===== config.mk =====
export PLATFORM = sky130hd
export DESIGN_NAME = integer_to_roman_encoder_top
export DESIGN_NICKNAME = d
export VERILOG_FILES = /design/src/rtl/core/i2r_pkg.sv /design/src/rtl/core/i2r_front.sv /design/src/rtl/core/i2r_queue.sv /design/src/rtl/core/i2r_back.sv /design/src/rtl/core/integer_to_roman_encoder_top.sv
export SDC_FILE = /design/constraint.sdc
export NUM_CORES = 1
export LEC_CHECK = 0
export ABC_AREA = 1
export BUFFER_PORTS_ARGS = -buffer_cell sky130_fd_sc_hd__clkbuf_2
export CAP_MARGIN = 20
export CORE_MARGIN = 5
export CORE_UTILIZATION = 51
export DETAILED_ROUTE_END_ITERATION = 16
export PLACE_DENSITY = 0.69
export SYNTH_ARGS = -nofsm -noshare
export SYNTH_HDL_FRONTEND = slang
export SYNTH_SLANG_ARGS = --single-unit

===== constraint.sdc =====
create_clock -name i_clk -period 3.6 [get_ports i_clk]
set_input_delay 0.36 -clock i_clk [delete_from_list [all_inputs] [get_ports i_clk]]
set_output_delay 0.36 -clock i_clk [all_outputs]
set_load 0.005 [all_outputs]

===== src/rtl/core/i2r_pkg.sv =====
// ----------------------------------------------------------------------------
// i2r_pkg
// Shared types, constants and helper functions for the integer to Roman
// numeral encoder.
// ----------------------------------------------------------------------------
package i2r_pkg;

    localparam int NUM_W      = 12;
    localparam int SYM_W      = 8;
    localparam int DIG_W      = 4;
    localparam int NUM_DIGITS = 4;
    localparam int POS_W      = 2;
    localparam int STEP_W     = 2;
    localparam int LEN_W      = 3;

    localparam logic [NUM_W-1:0] NUM_MAX = 12'd3999;

    // power of two keeps the pointers wrapping on their own
    localparam int QUEUE_DEPTH = 2;
    localparam int QPTR_W      = $clog2(QUEUE_DEPTH);
    localparam int QCNT_W      = $clog2(QUEUE_DEPTH + 1);

    localparam logic [SYM_W-1:0] SYM_NONE = 8'h00;
    localparam logic [SYM_W-1:0] SYM_I    = 8'h49;
    localparam logic [SYM_W-1:0] SYM_V    = 8'h56;
    localparam logic [SYM_W-1:0] SYM_X    = 8'h58;
    localparam logic [SYM_W-1:0] SYM_L    = 8'h4C;
    localparam logic [SYM_W-1:0] SYM_C    = 8'h43;
    localparam logic [SYM_W-1:0] SYM_D    = 8'h44;
    localparam logic [SYM_W-1:0] SYM_M    = 8'h4D;

    localparam logic [POS_W-1:0] POS_UNITS    = 2'd0;
    localparam logic [POS_W-1:0] POS_TENS     = 2'd1;
    localparam logic [POS_W-1:0] POS_HUNDREDS = 2'd2;
    localparam logic [POS_W-1:0] POS_THOUSAND = 2'd3;

    typedef enum logic [1:0] {
        K_ONE,
        K_FIVE,
        K_TEN
    } t_kind;

    typedef enum logic {
        BK_IDLE,
        BK_EMIT
    } t_back_state;

    // one queued transaction: bad flag and decimal digits, units at index 0
    typedef struct packed {
        logic                             bad;
        logic [NUM_DIGITS-1:0][DIG_W-1:0] dig;
    } t_item;

    typedef struct packed {
        logic full;
        logic empty;
    } t_q_status;

    typedef struct packed {
        logic             found;
        logic [POS_W-1:0] pos;
    } t_sel;

    // number of characters one decimal digit turns into
    function automatic logic [LEN_W-1:0] dig_len(input logic [DIG_W-1:0] d);
        logic [LEN_W-1:0] len;
        case (d)
            4'd1, 4'd2, 4'd3:        len = LEN_W'(d);
            4'd4, 4'd9:              len = 3'd2;
            4'd5, 4'd6, 4'd7, 4'd8:  len = LEN_W'(d - 4'd4);
            default:                 len = 3'd0;
        endcase
        return len;
    endfunction

    function automatic t_kind char_kind(input logic [DIG_W-1:0] d,
                                        input logic [STEP_W-1:0] step);
        t_kind k;
        case (d)
            4'd4:                    k = (step == '0) ? K_ONE : K_FIVE;
            4'd9:                    k = (step == '0) ? K_ONE : K_TEN;
            4'd5, 4'd6, 4'd7, 4'd8:  k = (step == '0) ? K_FIVE : K_ONE;
            default:                 k = K_ONE;
        endcase
        return k;
    endfunction

    function automatic logic [SYM_W-1:0] letter(input logic [POS_W-1:0] pos,
                                                input t_kind kind);
        logic [SYM_W-1:0] s;
        case (pos)
            POS_UNITS:    s = (kind == K_ONE) ? SYM_I : (kind == K_FIVE) ? SYM_V : SYM_X;
            POS_TENS:     s = (kind == K_ONE) ? SYM_X : (kind == K_FIVE) ? SYM_L : SYM_C;
            POS_HUNDREDS: s = (kind == K_ONE) ? SYM_C : (kind == K_FIVE) ? SYM_D : SYM_M;
            POS_THOUSAND: s = SYM_M;
            default:      s = SYM_NONE;
        endcase
        return s;
    endfunction

    // highest set position in a digit mask
    function automatic t_sel hi_nz(input logic [NUM_DIGITS-1:0] mask);
        t_sel r;
        r = '0;
        for (int i = 0; i < NUM_DIGITS; i++) begin
            if (mask[i]) begin
                r.found = 1'b1;
                r.pos   = POS_W'(i);
            end
        end
        return r;
    endfunction

endpackage


===== src/rtl/core/i2r_front.sv =====
// ----------------------------------------------------------------------------
// i2r_front
// Accepts numbers, flags out-of-range values and splits the rest into
// decimal digits over two pipeline stages.
// ----------------------------------------------------------------------------
module i2r_front import i2r_pkg::*; (
    input  logic       i_clk,
    input  logic       i_rst_n,
    input  logic       i_valid,
    output logic       o_stall,
    input  logic [NUM_W-1:0] i_number,
    input  t_q_status  i_q_stat,
    output logic       o_push,
    output t_item      o_item
);

    // stage 1: thousands split off
    logic             r_v1;
    logic             r_bad1;
    logic [DIG_W-1:0] r_th1;
    logic [9:0]       r_rem1;
    logic             n_bad1;
    logic [DIG_W-1:0] n_th1;
    logic [9:0]       n_rem1;

    // stage 2: hundreds split off
    logic             r_v2;
    logic             r_bad2;
    logic [DIG_W-1:0] r_th2;
    logic [DIG_W-1:0] r_hu2;
    logic [6:0]       r_rem2;
    logic [DIG_W-1:0] n_hu2;
    logic [6:0]       n_rem2;
    logic [9:0]       sub_hu;

    logic [DIG_W-1:0] te;
    logic [DIG_W-1:0] un;
    logic [6:0]       sub_te;

    logic rdy1;
    logic rdy2;
    logic acc;

    assign rdy2    = !r_v2 || !i_q_stat.full;
    assign rdy1    = !r_v1 || rdy2;
    assign o_stall = !rdy1;
    assign acc     = i_valid && rdy1;

    always_comb begin
        n_bad1 = (i_number == '0) || (i_number > NUM_MAX);
        if (i_number >= 12'd3000) begin
            n_th1  = 4'd3;
            n_rem1 = 10'(i_number - 12'd3000);
        end else if (i_number >= 12'd2000) begin
            n_th1  = 4'd2;
            n_rem1 = 10'(i_number - 12'd2000);
        end else if (i_number >= 12'd1000) begin
            n_th1  = 4'd1;
            n_rem1 = 10'(i_number - 12'd1000);
        end else begin
            n_th1  = 4'd0;
            n_rem1 = i_number[9:0];
        end
    end

    always_comb begin
        n_hu2  = '0;
        sub_hu = '0;
        for (int k = 1; k <= 9; k++) begin
            if (r_rem1 >= 10'(k * 100)) begin
                n_hu2  = DIG_W'(k);
                sub_hu = 10'(k * 100);
            end
        end
        n_rem2 = 7'(r_rem1 - sub_hu);
    end

    always_comb begin
        te     = '0;
        sub_te = '0;
        for (int k = 1; k <= 9; k++) begin
            if (r_rem2 >= 7'(k * 10)) begin
                te     = DIG_W'(k);
                sub_te = 7'(k * 10);
            end
        end
        un = DIG_W'(r_rem2 - sub_te);
    end

    assign o_push     = r_v2 && !i_q_stat.full;
    assign o_item.bad = r_bad2;
    assign o_item.dig = {r_th2, r_hu2, te, un};

    always_ff @(posedge i_clk) begin
        if (!i_rst_n) begin
            r_v1 <= 1'b0;
            r_v2 <= 1'b0;
        end else begin
            if (rdy1) begin
                r_v1 <= acc;
            end
            if (rdy2) begin
                r_v2 <= r_v1;
            end
        end
    end

    always_ff @(posedge i_clk) begin
        if (acc) begin
            r_bad1 <= n_bad1;
            r_th1  <= n_th1;
            r_rem1 <= n_rem1;
        end
        if (rdy2 && r_v1) begin
            r_bad2 <= r_bad1;
            r_th2  <= r_th1;
            r_hu2  <= n_hu2;
            r_rem2 <= n_rem2;
        end
    end

endmodule


===== src/rtl/core/i2r_queue.sv =====
// ----------------------------------------------------------------------------
// i2r_queue
// Short queue of split numbers between the front and the sequencer.
// ----------------------------------------------------------------------------
module i2r_queue import i2r_pkg::*; (
    input  logic      i_clk,
    input  logic      i_rst_n,
    input  logic      i_push,
    input  t_item     i_item,
    input  logic      i_pop,
    output t_item     o_item,
    output t_q_status o_stat
);

    t_item             r_mem [QUEUE_DEPTH];
    logic [QPTR_W-1:0] r_wr_ptr;
    logic [QPTR_W-1:0] r_rd_ptr;
    logic [QCNT_W-1:0] r_cnt;

    assign o_stat.full  = (r_cnt == QCNT_W'(QUEUE_DEPTH));
    assign o_stat.empty = (r_cnt == '0);
    assign o_item       = r_mem[r_rd_ptr];

    always_ff @(posedge i_clk) begin
        if (!i_rst_n) begin
            r_wr_ptr <= '0;
            r_rd_ptr <= '0;
            r_cnt    <= '0;
        end else begin
            if (i_push) begin
                r_wr_ptr <= r_wr_ptr + 1'b1;
            end
            if (i_pop) begin
                r_rd_ptr <= r_rd_ptr + 1'b1;
            end
            case ({i_push, i_pop})
                2'b10:   r_cnt <= r_cnt + 1'b1;
                2'b01:   r_cnt <= r_cnt - 1'b1;
                default: r_cnt <= r_cnt;
            endcase
        end
    end

    always_ff @(posedge i_clk) begin
        if (i_push) begin
            r_mem[r_wr_ptr] <= i_item;
        end
    end

    a_no_overflow: assert property (@(posedge i_clk) disable iff (!i_rst_n)
        o_stat.full |-> !i_push)
        else $error("push into full queue");

    a_no_underflow: assert property (@(posedge i_clk) disable iff (!i_rst_n)
        o_stat.empty |-> !i_pop)
        else $error("pop from empty queue");

endmodule


===== src/rtl/core/i2r_back.sv =====
// ----------------------------------------------------------------------------
// i2r_back
// Character sequencer: walks the non-zero digits of one queued number and
// emits one numeral letter per cycle into the output register while i_stall is low.
// ----------------------------------------------------------------------------
module i2r_back import i2r_pkg::*; (
    input  logic       i_clk,
    input  logic       i_rst_n,
    input  t_item      i_item,
    input  t_q_status  i_q_stat,
    output logic       o_pop,
    output logic       o_valid,
    input  logic       i_stall,
    output logic [SYM_W-1:0] o_symbol,
    output logic       o_last,
    output logic       o_bad_input
);

    t_back_state r_state;
    t_back_state n_state;

    logic                             r_bad;
    logic [NUM_DIGITS-1:0][DIG_W-1:0] r_dig;
    logic [POS_W-1:0]                 r_pos;
    logic [STEP_W-1:0]                r_step;

    logic             r_ov;
    logic [SYM_W-1:0] r_sym;
    logic             r_last;
    logic             r_obad;

    logic [NUM_DIGITS-1:0] nz;
    logic [NUM_DIGITS-1:0] nz_new;
    logic [NUM_DIGITS-1:0] lo_mask;
    logic [DIG_W-1:0]      cur_d;
    logic [LEN_W-1:0]      cur_len;
    logic [SYM_W-1:0]      cur_sym;
    t_sel                  nxt;
    t_sel                  first;
    logic                  dig_done;
    logic                  cur_last;
    logic                  out_free;
    logic                  emit;
    logic                  pop;

    always_comb begin
        for (int i = 0; i < NUM_DIGITS; i++) begin
            nz[i]     = (r_dig[i] != '0);
            nz_new[i] = (i_item.dig[i] != '0);
        end
    end

    assign lo_mask  = (NUM_DIGITS'(1) << r_pos) - NUM_DIGITS'(1);
    assign nxt      = hi_nz(nz & lo_mask);
    assign first    = hi_nz(nz_new);
    assign cur_d    = r_dig[r_pos];
    assign cur_len  = dig_len(cur_d);
    assign cur_sym  = r_bad ? SYM_NONE : letter(r_pos, char_kind(cur_d, r_step));
    assign dig_done = r_bad || ({1'b0, r_step} == (cur_len - LEN_W'(1)));
    assign cur_last = r_bad || (dig_done && !nxt.found);
    assign out_free = !r_ov || !i_stall;

    // output decode
    always_comb begin
        emit = 1'b0;
        pop  = 1'b0;
        case (r_state)
            BK_IDLE: begin
                pop = !i_q_stat.empty;
            end
            BK_EMIT: begin
                emit = out_free;
                pop  = out_free && cur_last && !i_q_stat.empty;
            end
            default: begin
                emit = 1'b0;
                pop  = 1'b0;
            end
        endcase
    end

    // next state
    always_comb begin
        n_state = r_state;
        case (r_state)
            BK_IDLE: begin
                if (pop) n_state = BK_EMIT;
            end
            BK_EMIT: begin
                if (emit && cur_last && !pop) n_state = BK_IDLE;
            end
            default: n_state = BK_IDLE;
        endcase
    end

    assign o_pop = pop;

    always_ff @(posedge i_clk) begin
        if (!i_rst_n) begin
            r_state <= BK_IDLE;
            r_ov    <= 1'b0;
        end else begin
            r_state <= n_state;
            if (out_free) begin
                r_ov <= emit;
            end
        end
    end

    always_ff @(posedge i_clk) begin
        if (pop) begin
            r_bad  <= i_item.bad;
            r_dig  <= i_item.dig;
            r_pos  <= first.pos;
            r_step <= '0;
        end else if (emit) begin
            if (dig_done) begin
                r_pos  <= nxt.pos;
                r_step <= '0;
            end else begin
                r_step <= r_step + 1'b1;
            end
        end
        if (emit) begin
            r_sym  <= cur_sym;
            r_last <= cur_last;
            r_obad <= r_bad;
        end
    end

    assign o_valid     = r_ov;
    assign o_symbol    = r_sym;
    assign o_last      = r_last;
    assign o_bad_input = r_obad;

    a_bad_form: assert property (@(posedge i_clk) disable iff (!i_rst_n)
        (o_valid && o_bad_input) |-> (o_symbol == SYM_NONE && o_last))
        else $error("bad transaction not a single empty symbol");

    a_good_letter: assert property (@(posedge i_clk) disable iff (!i_rst_n)
        (o_valid && !o_bad_input) |-> (o_symbol != SYM_NONE))
        else $error("valid number gave an empty symbol");

    a_emit_digit: assert property (@(posedge i_clk) disable iff (!i_rst_n)
        (r_state == BK_EMIT && !r_bad) |-> (cur_d != '0))
        else $error("sequencer sits on a zero digit");

endmodule


===== src/rtl/core/integer_to_roman_encoder_top.sv =====
// ----------------------------------------------------------------------------
// integer_to_roman_encoder_top
// Converts a 12-bit binary number into its Roman numeral, one ASCII letter
// per output transaction.
// ----------------------------------------------------------------------------
// A number is taken every cycle while o_stall is low; each one yields as many
// output transactions as its numeral has letters (1 to 15, most significant
// first, o_last on the final one), or a single transaction with symbol 0 and
// o_bad_input set for 0 or values above 3999. The character sequencer emits
// one letter per cycle while i_stall is low, so sustained throughput is one
// letter per cycle; a two-stage digit splitter and a two-entry queue ahead of
// it absorb input while long numerals drain. Each number passes through both
// splitter stages, the queue and the sequencer before its first letter is shown.
module integer_to_roman_encoder_top import i2r_pkg::*; (
    input  logic             i_clk,
    input  logic             i_rst_n,
    input  logic             i_valid,
    output logic             o_stall,
    input  logic [NUM_W-1:0] i_number,
    output logic             o_valid,
    input  logic             i_stall,
    output logic [SYM_W-1:0] o_symbol,
    output logic             o_last,
    output logic             o_bad_input
);

    t_q_status q_stat;
    t_item     push_item;
    t_item     head_item;
    logic      push;
    logic      pop;

    i2r_front u_front (
        .i_clk    (i_clk),
        .i_rst_n  (i_rst_n),
        .i_valid  (i_valid),
        .o_stall  (o_stall),
        .i_number (i_number),
        .i_q_stat (q_stat),
        .o_push   (push),
        .o_item   (push_item)
    );

    i2r_queue u_queue (
        .i_clk   (i_clk),
        .i_rst_n (i_rst_n),
        .i_push  (push),
        .i_item  (push_item),
        .i_pop   (pop),
        .o_item  (head_item),
        .o_stat  (q_stat)
    );

    i2r_back u_back (
        .i_clk       (i_clk),
        .i_rst_n     (i_rst_n),
        .i_item      (head_item),
        .i_q_stat    (q_stat),
        .o_pop       (pop),
        .o_valid     (o_valid),
        .i_stall     (i_stall),
        .o_symbol    (o_symbol),
        .o_last      (o_last),
        .o_bad_input (o_bad_input)
    );

endmodule


## Word-level counts from Yosys, hierarchy flattened

Memories as Yosys holds them, arrays and structs flattened. A register that Yosys moved wholly into a read port is not among the register bits.
Index checks and enable logic that the tools add are counted.

- Flip-flop bits (word level): 70
- Bits in latches: 0
- Memory bits (writable): 34
- ROM bits: 0
- Output and inout bits: 12
- Memories: 1

- Add/sub/neg operators: 13
- Multiply operators: 0
- Div/mod/pow operators: 0
- Magnitude comparators: 23
- Eq/ne operators: 17
- Shift operators: 1
- Mux-type cells: 75
- Bitwise gates (word level): 2
- Reduce and logical (&&, ||, !) cells: 44

Memories:

| memory | depth | width | rd ports | clocked after Yosys merged registers in | wr ports | line | RTL |
|---|---|---|---|---|---|---|---|
| u_queue.r_mem | 2 | 17 | 1 | 1 | 1 | i2r_queue.sv:15 | `t_item r_mem [QUEUE_DEPTH];` |

Operators with widths:

| operator | count |
|---|---|
| 7-bit 2-to-1 mux | 9 |
| 4-bit 2-to-1 mux | 15 |
| 10-bit greater-or-equal comparator, second input constant | 4 |
| 3-bit 2-to-1 mux | 12 |
| 8-bit case mux with 4 select lines | 1 |
| 10-bit by 9-bit greater-or-equal comparator with 1-bit output, second input constant | 3 |
| 10-bit 2-to-1 mux | 3 |
| 10-bit subtractor, second input constant | 3 |
| 4-bit nonzero test | 7 |
| 2-bit 2-to-1 mux | 12 |
| 8-bit 2-to-1 mux | 3 |
| 7-bit by 6-bit greater-or-equal comparator with 1-bit output, second input constant | 3 |
| 7-bit greater-or-equal comparator, second input constant | 3 |
| 4-bit by 3-bit equality test with 1-bit output, second input constant | 4 |
| 7-bit by 5-bit greater-or-equal comparator with 1-bit output, second input constant | 2 |
| 1-bit 2-to-1 mux | 14 |
| 12-bit by 10-bit greater-or-equal comparator with 1-bit output, second input constant | 1 |
| 12-bit by 11-bit greater-or-equal comparator with 1-bit output, second input constant | 1 |
| 12-bit greater-or-equal comparator, second input constant | 1 |
| 12-bit greater-than comparator, second input constant | 1 |
| 12-bit zero test | 1 |
| 10-bit by 7-bit greater-or-equal comparator with 1-bit output, second input constant | 1 |
| 10-bit by 8-bit greater-or-equal comparator with 1-bit output, second input constant | 1 |
| 1-bit zero test | 9 |
| 32 further kinds | 61 |

## Logic depth before layout (Yosys ltp)

Gate-level depths: netlist of run 1.

- Word-level depth: 17
- Depth in mapped cells: 25

## By module

From an unflattened synthesis of run 1, not the netlist that was laid out.

- Cell total of the unflattened synthesis: 560
- Area total of the unflattened synthesis: 5411.4 sq um

By module, submodules not included:

| module | times used | cells an instance | area an instance (sq um) | sequential area each (sq um) |
|---|---|---|---|---|
| i2r_front | 1 | 297 | 2287.2 | 850.8 |
| i2r_back | 1 | 175 | 1616.6 | 890.9 |
| i2r_queue | 1 | 88 | 1507.7 | 1121.1 |

## Worst setup path after synthesis of run 1

No wires, ideal clock.

- Path type: flip-flop to flip-flop
- From: register u_back.r_pos[0]
- To: register u_queue.r_cnt[1]
- Arrival time: 2.737 ns
- Path slack: 0.793 ns
- Cell stages (with the launch flop): 24
- Period minus slack after synthesis: 2.807 ns
- Path through: edfxtp_1 > buf_6 > nor2_2 > nand2_2 > nand3_2 > inv_1 > o21ai_0 > o22ai_1 > ha_1 > xor2_1 > nand2_1 > nor2_2 > nand2_1 > nand2_2 > nand2_2 > nand2_4 > nand2_4 > clkinv_4 > ha_1 > inv_1 > nand2_1 > nor2_1 > o21ai_0 > a21oi_1

- Longest elaborated chain between the ends: 15
- Elaborated cells on any way between the ends: 36

Ends and longest elaborated chain:

| item | line | RTL |
|---|---|---|
| from (decl) | i2r_back.sv:24 | `logic [POS_W-1:0] r_pos;` |
| from (signal assigned) | i2r_back.sv:114 | `r_pos <= first.pos;` |
| from (signal assigned) | i2r_back.sv:118 | `r_pos <= nxt.pos;` |
| 4-bit binary-select mux with 2-bit select / 1-bit by 2-bit << shifter with 4-bit output (equally long branches) | i2r_back.sv:56, i2r_back.sv:53 |  |
| 4-bit 2-to-1 mux (implied by the code) / 4-bit by 2-bit subtractor with 4-bit output (equally long branches) | i2r_back.sv:56, i2r_back.sv:53 |  |
| 4-bit by 3-bit equality test with 1-bit output (tied with other cells) | i2r_pkg.sv:67 | `case (d)` |
| 4-bit OR reduction (tied with other cells) | i2r_pkg.sv:67 |  |
| 3-bit case mux with 3 select lines / 3-bit 2-to-1 mux (equally long branches) | i2r_pkg.sv:67, i2r_pkg.sv:106 |  |
| 3-bit by 1-bit subtractor with 3-bit output / 3-bit 2-to-1 mux (equally long branches) | i2r_back.sv:59, i2r_pkg.sv:106 |  |
| 2-bit by 3-bit equality test with 1-bit output / 3-bit 2-to-1 mux (equally long branches) | i2r_back.sv:59, i2r_pkg.sv:106 |  |
| 1-bit logical OR / 1-bit zero test (equally long branches) | i2r_back.sv:59, i2r_back.sv:60 |  |
| 1-bit logical AND (*) | i2r_back.sv:60 | `assign cur_last = r_bad \|\| (dig_done && !nxt.found);` |
| 1-bit logical OR (*) | i2r_back.sv:60 |  |
| net u_back.cur_last | i2r_back.sv:41 | `logic cur_last;` |
| 1-bit logical AND (*) (2 in a row) | i2r_back.sv:73 | `pop = out_free && cur_last && !i_q_stat.empty;` |
| 1-bit case mux with 2 select lines (*) | i2r_back.sv:67 | `case (r_state)` |
| net pop | integer_to_roman_encoder_top.sv:31 | `logic pop;` |
| 2-bit by 1-bit equality test with 1-bit output / 2-bit equality test (equally long branches) | i2r_queue.sv:36 | `case ({i_push, i_pop})` |
| 2-bit case mux with 2 select lines / 2-bit nonzero test (equally long branches) | - |  |
| to (signal assigned) | i2r_queue.sv:37 | `2'b10: r_cnt <= r_cnt + 1'b1;` |
| to (signal assigned) | i2r_queue.sv:38 | `2'b01: r_cnt <= r_cnt - 1'b1;` |
| to (signal assigned) | i2r_queue.sv:39 | `default: r_cnt <= r_cnt;` |
| to (decl) | i2r_queue.sv:18 | `logic [QCNT_W-1:0] r_cnt;` |

The timed path passes the listed nets; every way through them passes the cells marked *. The select of a mux whose other input is x is not followed.
A chain may end at the register's enable or synchronous reset.

## Worst setup path after layout of run 1

Same ends and word-level chain as after synthesis.

==> results.toml, run 1 <==
[cts]
clockBufferDepth = 2
htree_levels = 3
cts_root_buf = "clkbuf_8"
cts.sinks = 93
clkTransAtPathRegs_ns = 0.09
postCtsSetupRepairBufs = 0
cts_tree = "done"
clk_latency_ns = 0.35
cts_resized = 0
cts_inserted_buffers = 9
hold_buffers = 0

[critical_path]
critical_path_class = "reg -> reg"
startpoint_type = "register"
end_kind = "register"
worst-r2r-setup-slack_ns = 0.44
worstPathMaxFanout = 19
reg2reg_to = "u_queue.r_cnt[1]"
slowest_delay_ns = 0.47
cp.required_ns = 3.88
crit_family = "simple AND/OR/NAND/NOR gates"
path_buf_inv = 4
arrival_ns = 3.44
cp_cell_sequence = "buf_4, nor2_2, nand2_2, nand3_2, inv_1, o21ai_0, o22ai_1, ha_1, xor2_1, nand2_1, nor2_2, nand2_1, nand2_2, nand2_2, nand2_4, nand2_4, clkinv_4, ha_1, inv_1, nand2_1, nor2_1, o21ai_0, a21oi_1"
crit-reg2reg-launch = "u_back.r_pos[0]"
cpMaxStageDelayCell = "edfxtp_1"
ff2ff_path_depth = 23

[global_routing]
gr-usage-all-layers_pct = 15.80
grt_max_degree = 20
grt_pass1_vias = 3390
antenna_found_initial = 0
grt_pass1_wl_mm = 14.63
overflow = 0

[die]
start_util_pct = 51.49
fp-row-count = 36
die_h_um = 108.4
die_w_um = 108.4
core_area_mm2 = 0.009594
io_pins = 28
dieArea_mm2 = 0.01175

[routing]
wl_met1_mm = 3.445
routedWlPerCell_um = 12.47
postRouteAntennaNets = 0
wl_met3_um = 259
dr_wl_met2_mm = 4.485
viasPerCell = 5.108
maxUsedRoutingLayer = "met4"
drtIter0Drc = 222
num_vias = 3412
routed_wirelength_mm = 8.330
drt_pass1_iterations = 4
drc = 0

[layout]
num_antenna_cells = 0
final_common_cell = "nand2_1"
multiInputGateArea_mm2 = 0.001916
syn_to_final_growth_pct = 9.119
final_cell_mix = "103 x nand2_1, 82 x edfxtp_1, 66 x inv_1"
instances_no_fill = 668
seq_area_mm2 = 0.002683
nFillCells = 851
finish.instance_area_mm2 = 0.005390
layout-drive-gt1-share_pct = 16.26
nNetsFinal = 564

[synthesis]
yosysSeqAreaShare_pct = 54.31
synth-seq-cells = 93
avgSynthCellArea_um2 = 9.879
ys_types = 46
syn_inst = 500
synth_area_mm2 = 0.004940
yosys_warnings = 0

[timing]
setup_viol = 0
hold_violations = 0
fmax_ghz = 0.3169
period_share_pct = 87.66
tightest_slew_ns = 0.8923
fin_skew_ns = 0.01002
maxSlewViolCount = 0
rsz0062_at_grt = "no"
relSlewSlack_pct = 40.52
period_needed_ns = 3.156
hold_ws_ns = 0.2248
fin_setup_tns_ns = 0

[placed_design]
dp.cells = 649
dp_hpwl_mm = 6.510
gp_congestion = 0.8777
place.port_buffers = 25
post_dp_cell_area_mm2 = 0.005177

[flow_run]
drv_cap = 0

[outcome]
status = "complete, no violations"

[pwr]
p_leak_nw = 2.238
powerDensity_mw_per_mm2 = 693.2
power_mw = 3.737
peakVddDrop_mv = 0.2905

[worst_hold_path]
hp-class = "in -> reg"
whs_path_depth = 1
min_from = "i_number[2]"
holdPathEnd = "u_front.r_rem1[2]"
## per-layer routing
layer,vias up,track usage (%)
met5,-,0
met4,0,7.304
met3,13,4.179
met2,66,28.42
met1,1582,17.28
li1,1751,-
## cell type report
type | instances | area share [%]
well taps | 133 | 3.087
repair buffers | 30 | 3.018
flip-flops and latches | 93 | 49.77
multi-input cells | 326 | 35.54
clock inverters | 7 | 1.230
inverters | 70 | 5.060
clock buffers | 9 | 2.298
## worst max path at each step
| stage | startpoint | to | slack (ns) | depth (start not counted) |
|---|---|---|---|---|
| 2_1_floorplan | u_back.r_pos[0] | u_queue.r_cnt[1] | 0.79 | 23 |
| 3_5_place_dp | u_back.r_pos[0] | u_queue.r_cnt[1] | 0.40 | 22 |
| 4_1_cts | u_back.r_pos[0] | u_queue.r_cnt[1] | 0.39 | 22 |
| 6_report | u_back.r_pos[0] | u_queue.r_cnt[1] | 0.44 | 23 |
| 3_3_place_gp | u_back.r_pos[0] | u_queue.r_cnt[1] | 0.48 | 23 |
| 5_1_grt | u_back.r_pos[0] | u_queue.r_cnt[1] | 0.04 | 23 |
## cells by family after synthesis
group / share of synthesized area [%]
compound gates: 10.03
xor+xnor: 3.014
fa+ha+maj: 4.863
buf+inv: 6.991
flops: 54.31
mux: 3.875
other cells: 0.07591
simple gates: 16.84
## state kept, by name, indices dropped and copies added, names as in the netlist, 2 cells and up, named ones only
signal,cells
u_back.r_step,2
u_back.r_dig,14
u_front.r_th1,2
u_queue.r_mem,30
u_front.r_th2,2
u_front.r_rem1,10
u_front.r_rem2,7
u_front.r_hu2,4
u_back.o_symbol,6
u_queue.r_cnt,2
u_back.r_pos,2
## cell usage after synthesis (all sizes together)
master / number / share of area, %
nand2: 112 / 9.2
edfxtp: 82 / 50
inv: 69 / 5.3
nor2: 45 / 4.0
o21ai: 34 / 3.5
a21oi: 29 / 3.2
mux2: 17 / 3.9
ha: 16 / 4.1
nand3: 16 / 1.8
xor2: 13 / 2.3
dfxtp: 11 / 4.5
buf: 7 / 1.1
nand4: 6 / 0.76
clkbuf: 5 / 0.41
nor4: 4 / 0.51
o211ai: 4 / 0.61
xnor2: 4 / 0.71
nor3: 3 / 0.30
o22ai: 3 / 0.38
o31ai: 3 / 0.46
a31oi: 2 / 0.38
a41oi: 2 / 0.35
fa: 2 / 0.81
o221ai: 2 / 0.35
o41ai: 2 / 0.35
a211oi: 1 / 0.15
a21boi: 1 / 0.15
a22oi: 1 / 0.15
and2: 1 / 0.13
clkinv: 1 / 0.18
conb: 1 / 0.076
or2: 1 / 0.13
## report_power, final
part / internal (mW) / switching [mW] / total, mW / leakage, nW
registers: 1.52 / 0.173 / 1.69 / 0.859
clock network: 0.316 / 0.336 / 0.652 / 0.0919
logic: 0.524 / 0.867 / 1.39 / 1.29
total: 2.36 / 1.38 / 3.74 / 2.24
## per-stage QoR
step	setup slack [ns]	util [%]
floorplan	0.7929	-
global placement	0.4793	53.96
detailed placement	0.3986	53.96
CTS	0.3898	55.95
global route	0.03832	56.18
finish	0.4443	56.18
No activity file was read; power rests on OpenSTA's default activity.
==> run 2, diff against run 1 <==
==> constraint.sdc (replaced) <==
create_clock -name i_clk -period 4.06 [get_ports i_clk]
set_input_delay 0.406 -clock i_clk [delete_from_list [all_inputs] [get_ports i_clk]]
set_output_delay 0.406 -clock i_clk [all_outputs]
set_load 0.005 [all_outputs]
==> run 2 against run 1 <==
  * Combinational power shrank 14%
  * Setup slack better by 0.41 ns
  * Maximum frequency down 1.5%
  * Worst hold slack improved by 0.033 ns
  * Critical path type unchanged
  * Largest cell class unchanged
==> results.toml, run 2 (same netlist as run 1, synthesis figures left out) <==
[worst_hold_path]
hp-class = "in -> reg"

[global_routing]
grt_pass1_vias = 3380
antenna_found_initial = 0
grt_max_degree = 20
gr-usage-all-layers_pct = 15.65
grt_pass1_wl_mm = 14.67
overflow = 0

[layout]
largest_registers = "u_queue.r_mem (30), u_back.r_dig (14), u_front.r_rem1 (10)"
syn_to_final_growth_pct = 8.815
layout-drive-gt1-share_pct = 16.35
nFillCells = 858
regMostFlops = "u_queue.r_mem"
finish.instance_area_mm2 = 0.005375
finalCoreUtilization_pct = 56.03
instances_no_fill = 665
nNetsFinal = 561
num_antenna_cells = 0
final_cell_mix = "103 x nand2_1, 82 x edfxtp_1, 66 x inv_1"
largest_reg_flops = 30
final_common_cell = "nand2_1"

[routing]
drtIter0Drc = 215
drc = 0
postRouteAntennaNets = 0
routed_wirelength_mm = 8.360
drt_pass1_iterations = 4
viasPerCell = 5.117
routedWlPerCell_um = 12.57
num_vias = 3403

[die]
io_pins = 28
dieArea_mm2 = 0.01175
start_util_pct = 51.49
die_w_um = 108.4
die_h_um = 108.4
fp-row-count = 36
core_area_mm2 = 0.009594

[timing]
fin_setup_tns_ns = 0
fin_skew_ns = 0.01137
rsz0062_at_grt = "no"
fmax_ghz = 0.3123
hold_violations = 0
hold_ws_ns = 0.2577
maxSlewViolCount = 0
setup_viol = 0
tightest_slew_ns = 0.8958
relSlewSlack_pct = 40.28
period_needed_ns = 3.202
setup_ws_ns = 0.8577
period_share_pct = 78.87

[critical_path]
end_kind = "register"
critical_path_class = "reg -> reg"
arrival_ns = 3.49
startpoint_type = "register"
cp.required_ns = 4.35
worstPathMaxFanout = 19

[cts]
clockBufferDepth = 2
htree_levels = 3
clk_latency_ns = 0.36
cts_resized = 0
postCtsSetupRepairBufs = 0
cts_tree = "done"
cts.sinks = 93
hold_buffers = 0
cts_inserted_buffers = 9
cts_root_buf = "clkbuf_8"
clkTransAtPathRegs_ns = 0.09

[outcome]
status = "complete, no violations"

[pwr]
p_sw_mw = 1.231
p_leak_nw = 2.231
power_frac_clock_pct = 18.0
power_mw = 3.313
p_int_mw = 2.082
powerDensity_mw_per_mm2 = 616.3
peakVddDrop_mv = 0.2807
p_seq_share_pct = 45.6
p_sw_share_pct = 37.16
combPwrFrac_pct = 36.4

[placed_design]
dp.cells = 649
dp_hpwl_mm = 6.506
post_dp_cell_area_mm2 = 0.005177
gp_congestion = 0.8765
place.port_buffers = 25
post-place-ws_ns = 0.8567

[flow_run]
drv_cap = 0
-- run 2: changes by cell type in the layout (fill, tap and decap cells not counted) --
cell	previous run	this run
inv_6	1	3
clkinv_4	3	2
clkinv_1	3	0
clkinv_2	0	2
buf_4	5	2
-- run 2: final cells by class --
| type | instances | area, µm² | share of cell area (%) |
|---|---|---|---|
| tap | 133 | 166.4 | 3.096 |
| multi-input combinational | 326 | 1916 | 35.64 |
| clock inverter | 7 | 73.82 | 1.373 |
| timing repair buffer | 27 | 140.1 | 2.607 |
| clock buffer | 9 | 123.9 | 2.304 |
| inverter | 70 | 272.8 | 5.074 |
| sequential | 93 | 2683 | 49.91 |
-- run 2: routing by layer --
metal / up-vias / share of wire (%) / track usage [%]
met5: - / 0 / 0
met4: 0 / 1.6 / 6.763
met3: 12 / 3.1 / 2.746
met2: 54 / 54 / 28.77
met1: 1588 / 42 / 17.69
li1: 1749 / - / -
-- run 2: power by group through the flow --
stage / clock [mW] / sequential, mW / combinational (mW)
floorplan: 0 / 1.46 / 1.03
global placement: 0 / 1.53 / 1.19
detailed placement: 0 / 1.53 / 1.22
CTS: 0.617 / 1.51 / 1.22
global route: 0.660 / 1.54 / 1.40
finish: 0.597 / 1.51 / 1.20
-- run 2: path summary, 6_finish.rpt --
path / cells past startpoint / start / slack [ns] / to
worst max register to register: 23 / u_back.r_pos[0] / 0.86 / u_queue.r_cnt[1]
worst max-delay path: 23 / u_back.r_pos[0] / 0.86 / u_queue.r_cnt[1]
worst min register to register: 0 / u_front.r_th1[0] / 0.43 / u_front.r_th2[0]
worst min-delay path: 1 / i_number[2] / 0.26 / u_front.r_rem1[2]
-- run 2: worst max-delay path, cell delays in order, from the launching register on --
cell and delay (ns):
edfxtp_1 0.57, inv_2 0.14, nand2_1 0.08, nand2_1 0.04
nand2_1 0.05, nand2_1 0.12, a21oi_1 0.20, o22ai_1 0.11
ha_1 0.29, xor2_1 0.14, nand2_1 0.08, nor2_2 0.12
nand2_1 0.07, nand2_2 0.07, nand2_2 0.06, nand2_4 0.08
nand2_4 0.07, clkinv_4 0.15, ha_1 0.25, inv_1 0.08
nand2_1 0.05, nor2_1 0.11, o21ai_0 0.08, a21oi_1 0.11
==> run 3, diff against run 2 <==
==> constraint.sdc (replaced) <==
create_clock -name i_clk -period 3 [get_ports i_clk]
set_input_delay 0.3 -clock i_clk [delete_from_list [all_inputs] [get_ports i_clk]]
set_output_delay 0.3 -clock i_clk [all_outputs]
set_load 0.005 [all_outputs]
==> run 3 against run 2 <==
  * Maximum frequency up 9.9%
  * Sequential share of layout area down 2.7 points
  * Cell count up 3.8%
==> results.toml, run 3 (same netlist as run 1, synthesis figures left out) <==
[routing]
viasPerCell = 5.052
num_vias = 3486
drtIter0Drc = 177
routedWlPerCell_um = 12.83
drt_pass1_iterations = 5
postRouteAntennaNets = 0
routed_wirelength_mm = 8.853
drc = 0

[die]
io_pins = 28
die_w_um = 108.4
fp-row-count = 36
die_h_um = 108.4
start_util_pct = 51.49
core_area_mm2 = 0.009594
dieArea_mm2 = 0.01175

[cts]
cts_inserted_buffers = 9
htree_levels = 3
clkTransAtPathRegs_ns = 0.09
cts.sinks = 93
hold_buffers = 0
cts_root_buf = "clkbuf_8"
clockBufferDepth = 2
cts_tree = "done"
clk_latency_ns = 0.35

[timing]
setup_ws_ns = 0.08685
setup_viol = 0
hold_violations = 0
fin_skew_ns = 0.01400
period_share_pct = 97.11
fin_setup_tns_ns = 0
rsz0062_at_grt = "yes"
relSlewSlack_pct = 65.11
maxSlewViolCount = 0
fmax_ghz = 0.3433
period_needed_ns = 2.913
hold_ws_ns = 0.1753
tightest_slew_ns = 0.5227

[flow_run]
drv_cap = 0

[layout]
finalCoreUtilization_pct = 59.29
largest_registers = "u_queue.r_mem (30), u_back.r_dig (14), u_front.r_rem1 (10)"
largest_reg_flops = 30
nNetsFinal = 586
seq_area_mm2 = 0.002683
final_common_cell = "nand2_1"
final_cell_mix = "98 x nand2_1, 82 x edfxtp_1, 64 x inv_1"
num_antenna_cells = 0
regMostFlops = "u_queue.r_mem"
layout-drive-gt1-share_pct = 22.44
instances_no_fill = 690
multiInputGateArea_mm2 = 0.002003
syn_to_final_growth_pct = 15.15
nFillCells = 813

[critical_path]
cpMaxStageDelayCell = "edfxtp_1"
cp_cell_sequence = "buf_4, buf_6, nor2_4, nand2_2, nand3_4, inv_2, o21ai_2, o22ai_1, ha_1, xor2_1, nand2_1, nor2_2, nand2_1, nand2_2, nand2_2, nand2_4, nand2_4, clkinv_4, ha_4, inv_4, buf_4, o21ai_0, a21oi_1"
path_common_cell = "nand2_2"
slowest_delay_ns = 0.42
cp.required_ns = 3.25
arrival_ns = 3.16
critical_path_class = "reg -> reg"
worstPathMaxFanout = 4
end_kind = "register"
startpoint_type = "register"

[global_routing]
grtUsageMet3_pct = 3.642
use_met2_pct = 28.86
overflow = 0
antenna_found_initial = 0
grt_pass1_vias = 3221
grt_pass1_wl_mm = 14.43
grt_use_met1_pct = 17.55
grt_max_degree = 19
gr-usage-all-layers_pct = 15.63
busiest_layer = "met2"

[placed_design]
gp_congestion = 0.8790
place.port_buffers = 25
post-place-ws_ns = -0.01034
dp_hpwl_mm = 6.500
dp.cells = 657

[pwr]
powerDensity_mw_per_mm2 = 868.7
peakVddDrop_mv = 0.3800
p_leak_nw = 2.371

[outcome]
status = "complete, no violations"

[worst_hold_path]
hp-class = "in -> reg"
==> run 3: cell count changes in the layout (fill, tap and decap cells not counted), sizes merged <==
cell	change
clkbuf	+1
buf	+25
bufinv	+1
clkinvlp	+1
clkinv	-1
inv	-2
==> run 3: critical path, delay by kind of cell (launching register included) <==
kind	cells	cell delay, ns
AND/OR/NAND/NOR	10	0.75
flip-flops	1	0.42
AO/OA/AOI/OAI	4	0.41
adder cells (fa/ha/maj)	2	0.57
buffers and inverters	6	0.52
XOR/XNOR	1	0.14
==> run 3: area by class of cell <==
type | count | area share, %
clock buffers | 10 | 2.244
repair buffers | 52 | 6.027
multi-input cells | 326 | 35.22
clock inverters | 6 | 1.540
flip-flops and latches | 93 | 47.16
inverters | 70 | 4.883
well taps | 133 | 2.926
==> run 3: where the power goes <==
group / internal [mW] / switching (mW) / total (mW)
clock network: 0.468 / 0.408 / 0.876
logic: 0.834 / 1.23 / 2.06
registers: 1.82 / 0.181 / 2.01
==> run 3: path summary, 6_finish.rpt <==
path                        to            start  depth (start not counted)  slack (ns)
max           u_queue.r_cnt[0]  u_back.r_pos[0]                         23        0.09
min          u_front.r_rem1[0]      i_number[0]                          1        0.18
max reg2reg   u_queue.r_cnt[0]  u_back.r_pos[0]                         23        0.09
min reg2reg     u_front.r_bad2   u_front.r_bad1                          0        0.43
==> run 3: per-stage QoR <==
| stage | total power [mW] | area (µm²) |
|---|---|---|
| 6_report | 4.941 | 5688 |
| 5_1_grt | 5.314 | 5688 |
| 4_1_cts | 4.670 | 5460 |
| 3_5_place_dp | 3.782 | 5238 |
| 3_3_place_gp | 3.742 | 5238 |
| 2_1_floorplan | 3.363 | 4943 |
==> run 3: layer usage <==
metal	part of all wire [%]	routed length, µm
met2	53	4722
met5	0	0
met4	1.7	148
met3	3.8	333
met1	41	3648
==> run 3: what timing repair did <==
action                                  in CTS  in global routing
resized for setup                            0                 32
setup buffers                                1                 17
pin swaps                                    0                 12
endpoints found under the setup margin       1                 25
